$ cat config.mk
export PLATFORM = sky130hd
export DESIGN_NAME = uart_command_line_receiver_unit
export DESIGN_NICKNAME = d
export VERILOG_FILES = /design/src/hdl/ucl_pkg.sv /design/src/hdl/uart_command_line_receiver_unit.sv /design/src/hdl/ucl_line_ram.sv
export VERILOG_INCLUDE_DIRS = /design/src /design/src/hdl
export SDC_FILE = /design/constraint.sdc
export NUM_CORES = 1
export LEC_CHECK = 0
export BUFFER_PORTS_ARGS = -buffer_cell sky130_fd_sc_hd__buf_2
export CORE_ASPECT_RATIO = 0.7
export CORE_MARGIN = 8
export CORE_UTILIZATION = 60
export DETAILED_ROUTE_END_ITERATION = 10
export PLACE_DENSITY = 0.8
export RECOVER_POWER = 100
export SLEW_MARGIN = 0
export SYNTH_ARGS = -nofsm -noshare
export SYNTH_HDL_FRONTEND = slang
export SYNTH_SLANG_ARGS = --single-unit
$ cat constraint.sdc
create_clock -name clock -period 5.65 [get_ports clock]
set_clock_uncertainty 0.05 [all_clocks]
set_input_delay 0.2825 -clock clock [delete_from_list [all_inputs] [get_ports clock]]
set_output_delay 0.2825 -clock clock [all_outputs]
set_load 0.1 [all_outputs]
$ cat src/hdl/uart_command_line_receiver_unit_macros.svh
// assertion helpers for the command line receiver
`ifndef UART_COMMAND_LINE_RECEIVER_UNIT_MACROS_SVH
`define UART_COMMAND_LINE_RECEIVER_UNIT_MACROS_SVH

// same-cycle implication, checked out of reset
`define UCL_ASSERT_IMP(lbl, ante, cons, msg) \
   lbl: assert property (@(posedge clock) disable iff (reset) (ante) |-> (cons)) \
      else $error(msg);

// next-cycle implication, checked out of reset
`define UCL_ASSERT_NEXT(lbl, ante, cons, msg) \
   lbl: assert property (@(posedge clock) disable iff (reset) (ante) |=> (cons)) \
      else $error(msg);

`endif

$ cat src/hdl/ucl_pkg.sv
`timescale 1ns / 1ps
package ucl_pkg;
   localparam int LINE_MAX_DEFAULT = 20;

   localparam logic [7:0] CH_LOW  = 8'h20;
   localparam logic [7:0] CH_HIGH = 8'h7E;
   localparam logic [7:0] CH_CR   = 8'h0D;

   localparam logic FUNC_RX  = 1'b0;
   localparam logic FUNC_GET = 1'b1;

   // bank bit plus line index for the default line length
   localparam int RAM_ADDR_W_DEFAULT = $clog2(LINE_MAX_DEFAULT) + 1;

   typedef struct packed {
      logic printable;
      logic cr;
   } rx_class_type;

   function automatic rx_class_type classify(input logic [7:0] ch);
      rx_class_type c;
      c.printable = (ch >= CH_LOW) && (ch <= CH_HIGH);
      c.cr        = (ch == CH_CR);
      return c;
   endfunction
endpackage

$ cat src/hdl/uart_command_line_receiver_unit.sv
`timescale 1ns / 1ps
// command line receiver: a received byte beat (func 0) is taken and gives no
// result; printable characters are appended to the line until it holds
// LINE_MAX-1 of them and a carriage return hands the line over as the pending
// command unless one is already waiting. a get beat (func 1) answers with the
// pending command, one result beat per character and a closing zero with last
// set, or with a single has_command 0 beat when nothing waits. a command is
// streamed through the single ram read port that the stepping counter walks one
// entry at a time (read state, then result state). the two line buffers share
// one ram as two banks that swap on hand-over, so no copy pass is needed.
// req_stall is high from a get beat until its last result beat has been taken;
// no clearing pass follows reset.
module uart_command_line_receiver_unit #(
   parameter int LINE_MAX = ucl_pkg::LINE_MAX_DEFAULT
) (
   input  logic       clock,
   input  logic       reset,
   input  logic       req_valid,
   output logic       req_stall,
   input  logic       req_func,
   input  logic [7:0] req_rx_byte,
   output logic       rsp_valid,
   input  logic       rsp_stall,
   output logic       rsp_has_command,
   output logic [7:0] rsp_cmd_byte,
   output logic       rsp_last
);
   localparam int IDX_W  = $clog2(LINE_MAX);
   localparam int ADDR_W = IDX_W + 1;
   localparam logic [IDX_W-1:0] FULL = IDX_W'(LINE_MAX - 1);

   // sequencer codes
   localparam logic [1:0] ST_IDLE = 2'd0;
   localparam logic [1:0] ST_READ = 2'd1;
   localparam logic [1:0] ST_OUT  = 2'd2;

   logic [1:0]       state_ff,      state_in;
   logic [IDX_W-1:0] line_count_ff, line_count_in;
   logic [IDX_W-1:0] cmd_len_ff,    cmd_len_in;
   logic [IDX_W-1:0] idx_ff,        idx_in;
   logic             pending_ff,    pending_in;
   logic             line_bank_ff,  line_bank_in;   // command bank is the other one
   logic             has_ff,        has_in;
   logic             last_ff,       last_in;

   logic              req_beat;
   logic              rsp_beat;
   ucl_pkg::rx_class_type rx_class;
   logic              wr_en;
   logic              rd_en;
   logic [ADDR_W-1:0] wr_addr;
   logic [ADDR_W-1:0] rd_addr;
   logic [7:0]        rd_data;
   logic [IDX_W-1:0]  idx_next;

   assign req_stall = (state_ff != ST_IDLE);
   assign req_beat  = req_valid && !req_stall;
   assign rsp_valid = (state_ff == ST_OUT);
   assign rsp_beat  = rsp_valid && !rsp_stall;
   assign rx_class  = ucl_pkg::classify(req_rx_byte);

   // line writes go to the line bank, stream reads to the command bank
   assign wr_addr  = {line_bank_ff, line_count_ff};
   assign rd_addr  = {~line_bank_ff, idx_ff};
   assign wr_en    = req_beat && (req_func == ucl_pkg::FUNC_RX) && rx_class.printable
                     && (line_count_ff < FULL);
   assign rd_en    = (state_ff == ST_READ);
   assign idx_next = idx_ff + IDX_W'(1);

   always_comb begin
      state_in      = state_ff;
      line_count_in = line_count_ff;
      cmd_len_in    = cmd_len_ff;
      idx_in        = idx_ff;
      pending_in    = pending_ff;
      line_bank_in  = line_bank_ff;
      has_in        = has_ff;
      last_in       = last_ff;
      case (state_ff)
         ST_IDLE: begin
            if (req_beat) begin
               if (req_func == ucl_pkg::FUNC_RX) begin
                  if (wr_en) begin
                     line_count_in = line_count_ff + IDX_W'(1);
                  end
                  if (rx_class.cr) begin
                     // hand the line over by swapping banks, unless one waits
                     if (!pending_ff) begin
                        pending_in   = 1'b1;
                        cmd_len_in   = line_count_ff;
                        line_bank_in = ~line_bank_ff;
                     end
                     line_count_in = '0;
                  end
               end else begin
                  idx_in = '0;
                  if (!pending_ff) begin
                     // nothing waiting: single none beat
                     has_in   = 1'b0;
                     last_in  = 1'b1;
                     state_in = ST_OUT;
                  end else begin
                     pending_in = 1'b0;
                     has_in     = 1'b1;
                     if (cmd_len_ff == '0) begin
                        last_in  = 1'b1;
                        state_in = ST_OUT;
                     end else begin
                        last_in  = 1'b0;
                        state_in = ST_READ;
                     end
                  end
               end
            end
         end
         ST_READ: begin
            state_in = ST_OUT;
         end
         ST_OUT: begin
            if (rsp_beat) begin
               if (last_ff) begin
                  state_in = ST_IDLE;
               end else begin
                  idx_in = idx_next;
                  if (idx_next == cmd_len_ff) begin
                     // terminator beat needs no read
                     last_in  = 1'b1;
                     state_in = ST_OUT;
                  end else begin
                     state_in = ST_READ;
                  end
               end
            end
         end
         default: begin
            state_in = ST_IDLE;
         end
      endcase
   end

   always_ff @(posedge clock) begin
      if (reset) begin
         state_ff      <= ST_IDLE;
         line_count_ff <= '0;
         pending_ff    <= 1'b0;
         line_bank_ff  <= 1'b0;
      end else begin
         state_ff      <= state_in;
         line_count_ff <= line_count_in;
         pending_ff    <= pending_in;
         line_bank_ff  <= line_bank_in;
      end
   end

   // payload and stream registers
   always_ff @(posedge clock) begin
      cmd_len_ff <= cmd_len_in;
      idx_ff     <= idx_in;
      has_ff     <= has_in;
      last_ff    <= last_in;
   end

   ucl_line_ram #(
      .ADDR_W (ADDR_W)
   ) u_ram (
      .clock   (clock),
      .wr_en   (wr_en),
      .wr_addr (wr_addr),
      .wr_data (req_rx_byte),
      .rd_en   (rd_en),
      .rd_addr (rd_addr),
      .rd_data (rd_data)
   );

   // ram data holds between reads, so a stalled beat stays put
   assign rsp_has_command = has_ff;
   assign rsp_last        = last_ff;
   assign rsp_cmd_byte    = last_ff ? 8'h00 : rd_data;

`include "uart_command_line_receiver_unit_macros.svh"

   `UCL_ASSERT_IMP(a_no_rsp_when_ready, !req_stall, !rsp_valid, "result beat while taking input")
   `UCL_ASSERT_NEXT(a_idle_after_last, rsp_beat && rsp_last, !req_stall, "not ready after last beat")
   `UCL_ASSERT_IMP(a_none_is_last, rsp_valid && !rsp_has_command, rsp_last, "none beat not last")
   `UCL_ASSERT_IMP(a_last_is_zero, rsp_valid && rsp_last, rsp_cmd_byte == 8'h00, "last beat not zero")
endmodule

$ cat src/hdl/ucl_line_ram.sv
`timescale 1ns / 1ps
module ucl_line_ram #(
   parameter int ADDR_W = ucl_pkg::RAM_ADDR_W_DEFAULT
) (
   input  logic              clock,
   input  logic              wr_en,
   input  logic [ADDR_W-1:0] wr_addr,
   input  logic [7:0]        wr_data,
   input  logic              rd_en,
   input  logic [ADDR_W-1:0] rd_addr,
   output logic [7:0]        rd_data
);
   logic [7:0] mem [2**ADDR_W];
   logic [7:0] rd_data_ff;

   always_ff @(posedge clock) begin
      if (wr_en) begin
         mem[wr_addr] <= wr_data;
      end
      if (rd_en) begin
         rd_data_ff <= mem[rd_addr];
      end
   end

   assign rd_data = rd_data_ff;
endmodule
==> results.toml <==
[global_routing]
grt_max_degree = 83
grt_overflow_total = 0
grt_antenna_before_repair = 0
grt_first_pass_wirelength_mm = 64.85
grt_pass1_vias = 10290
grt_usage_pct = 21.07

[sta]
tns_ns = 0
rsz0062_at_grt = "no"
worst_slew_pin_slew_ns = 3.174
finalCriticalPeriod_ns = 4.063
hold_viol_final = 0
finalCritPeriodShare_pct = 71.91
finalSetupViolCount = 0
drv_slew = 499
relSlewSlack_pct = -111.6
fmax_ghz = 0.2461

[route]
wl_met2_mm = 19.80
met3_length_mm = 4.779
wl_mm = 43.21
m1WireLength_mm = 17.62
vias = 10230
vias_per_cell = 5.918
routedWlPerCell_um = 24.99
firstDrtPassIters = 5
ant_nets = 0
drc = 0
drtIter0Drc = 1203
routed.top_layer = "met4"

[pwr]
ir_drop_mv = 0.2816
powerDensity_mw_per_mm2 = 362.9
total_power_mw = 8.723
static-leakage-power_nw = 7.982

[logic_synthesis]
synth.cell_area_mm2 = 0.02121
synth_edf_count = 532
ys_async_sr_fraction_pct = 0
ys_types = 53
synth_seq_cells = 541
postSynthAreaPerCell_um2 = 21.66
synth_top_area_share_pct = 75.32
synth_top_area_cell = "edfxtp_1"
ys_warn_count = 0
synth_ff_type = "edfxtp_1"
ys_seq_area_share_pct = 76.17
synth_area_leaders = "edfxtp_1, mux4_2, mux2i_1"
netlist_instances = 979

[cells_and_area]
final_nets = 1239
multi_input_area_mm2 = 0.005478
fill_cells = 2209
area_growth_pct = 13.35
drive_gt1_share_pct = 17.74
register_area_mm2 = 0.01616
num_antenna_cells = 0

[hold_path]
hp-class = "in2reg"

[status]
outcome = "complete, but fails checks"
violations = "max-capacitance violations, max-slew violations"

[cts]
cts_resized = 0
clock_tree.root_cell = "clkbuf_16"
cts.sinks = 541
cts.htree.levels = 2
cts-buffers-inserted = 48
ctsLongestPathBuffers = 3
cts_tree = "yes"
clk_pin_slew_ns = 0.06
clkLatencyLatePin_ns = 0.56

[worst_setup_path]
worstPathRequired_ns = 5.85
end_kind = "flip-flop"
startpoint_type = "input port"
crit_path_max_fanout = 65
cp.arrival_ns = 4.27
path_class = "in2reg"

[floorplan]
io_pins = 25
die_area_mm2 = 0.04172
fp-row-count = 57
die_width_um = 240.7
core_mm2 = 0.03473
die_h_um = 173.3
start_util_pct = 61.06

[place]
gp_congestion = 0.8341
io_buffers = 24
dpl.hpwl_mm = 26.51

[flow_run]
max_cap_viol_count = 8
==> cell usage after synthesis (all sizes together), types with 2 or more instances <==
cell / instances
a221oi: 9
and3: 2
o21ai: 9
mux4: 136
a21oi: 11
nor2: 59
inv: 4
xnor2: 5
nand4b: 4
a211o: 2
nand2b: 2
dfxtp: 9
a21boi: 9
clkbuf: 13
buf: 41
a211oi: 3
and2: 5
edfxtp: 532
or3: 2
xor2: 4
nand3b: 13
nor2b: 12
ha: 2
or4: 2
or3b: 3
or4b: 5
a22oi: 17
o221ai: 8
mux2i: 24
nand2: 17
nand3: 5
==> sequential cells by signal (all words and copies together) (netlist names) <==
name	flops
idx_ff	5
u_ram.rd_data	8
cmd_len_ff	5
line_bank_ff	1
line_count_ff	5
state_ff	2
rsp_has_command	1
pending_ff	1
u_ram.mem	512
rsp_last	1
==> through the flow <==
step           instances  utilization [%]  area [um^2]  setup WS [ns]  hold slack [ns]
2_1_floorplan       1186                -        21990          2.870           0.3016
3_3_place_gp        1644            64.85        22520          2.441           0.4320
3_5_place_dp        1644            64.85        22520          2.290           0.4601
4_1_cts             1729            69.47        24130          2.567          0.03275
5_1_grt             1729            69.22        24040          1.284          0.07839
6_report            1729            69.22        24040          1.587          0.05767
==> worst paths after layout <==
kind                                      from          endpoint  slack [ns]  cells after the start
worst min register to register      pending_ff        pending_ff        0.46                      2
worst max register to register       idx_ff[1]       state_ff[1]        1.84                      8
worst min-delay path                 rsp_stall       state_ff[1]        0.06                      3
worst max-delay path            req_rx_byte[3]  u_ram.mem[43][2]        1.59                      7
==> placed cells by master, fill, tap and decap left out, types with 5 or more instances in the layout <==
cell type,count
edfxtp_1,532
conb_1,208
mux4_2,136
nor2_1,59
clkbuf_16,49
clkbuf_1,36
mux2i_1,24
nand2_1,17
a22oi_1,17
nand3b_1,13
nor2b_1,12
a21oi_1,11
a221oi_1,9
dfxtp_1,9
a21boi_0,8
o221ai_1,8
bufinv_16,8
clkinv_1,8
o21ai_0,6
clkinv_2,6
buf_4,6
nand3_1,5
xnor2_1,5
buf_2,5
==> critical path: stages <==
cell and delay (ns):
buf_2 0.07, clkbuf_1 2.13, and3_1 0.53, a211oi_4 0.11
and2_0 0.32, nand4b_1 0.46, nor2_1 0.31
==> area by class of cell <==
cell class,count,area share [%]
clock buffer,57,5.225
inverter,4,0.06245
sequential,541,67.20
timing repair buffer,42,0.8952
clock inverter,26,1.374
multi-input combinational,587,22.79
tap,472,2.457
==> per-layer routing <==
layer / up-vias / track usage, %
met5: - / 0
met4: 0 / 5.399
met3: 76 / 6.433
met2: 535 / 31.12
met1: 5242 / 30.66
li1: 4379 / -
==> cells by family (layout without fill, tap and decap cells) <==
group	Yosys count	in the layout	share of synthesized area (%)
compound gates	70	70	2.472
xor+xnor	11	11	0.5899
fa+ha+maj	2	2	0.1180
buf+inv	58	129	1.516
flops	541	541	76.17
mux	160	160	15.57
other cells	1	208	0.01768
simple gates	136	136	3.540
==> repair_timing <==
| action | in CTS | in global routing |
|---|---|---|
| endpoints found under the setup margin | 0 | 0 |
| hold buffers | 2 | 0 |
| hold endpoints to repair | 7 | 0 |
| setup buffers | 0 | 0 |
==> where the power goes <==
group | switching [mW] | internal [mW]
sequential | 0.0469 | 4.57
clock | 1.39 | 1.95
combinational | 0.443 | 0.320
total | 1.89 | 6.84
Power figures use the tool's default switching activity.
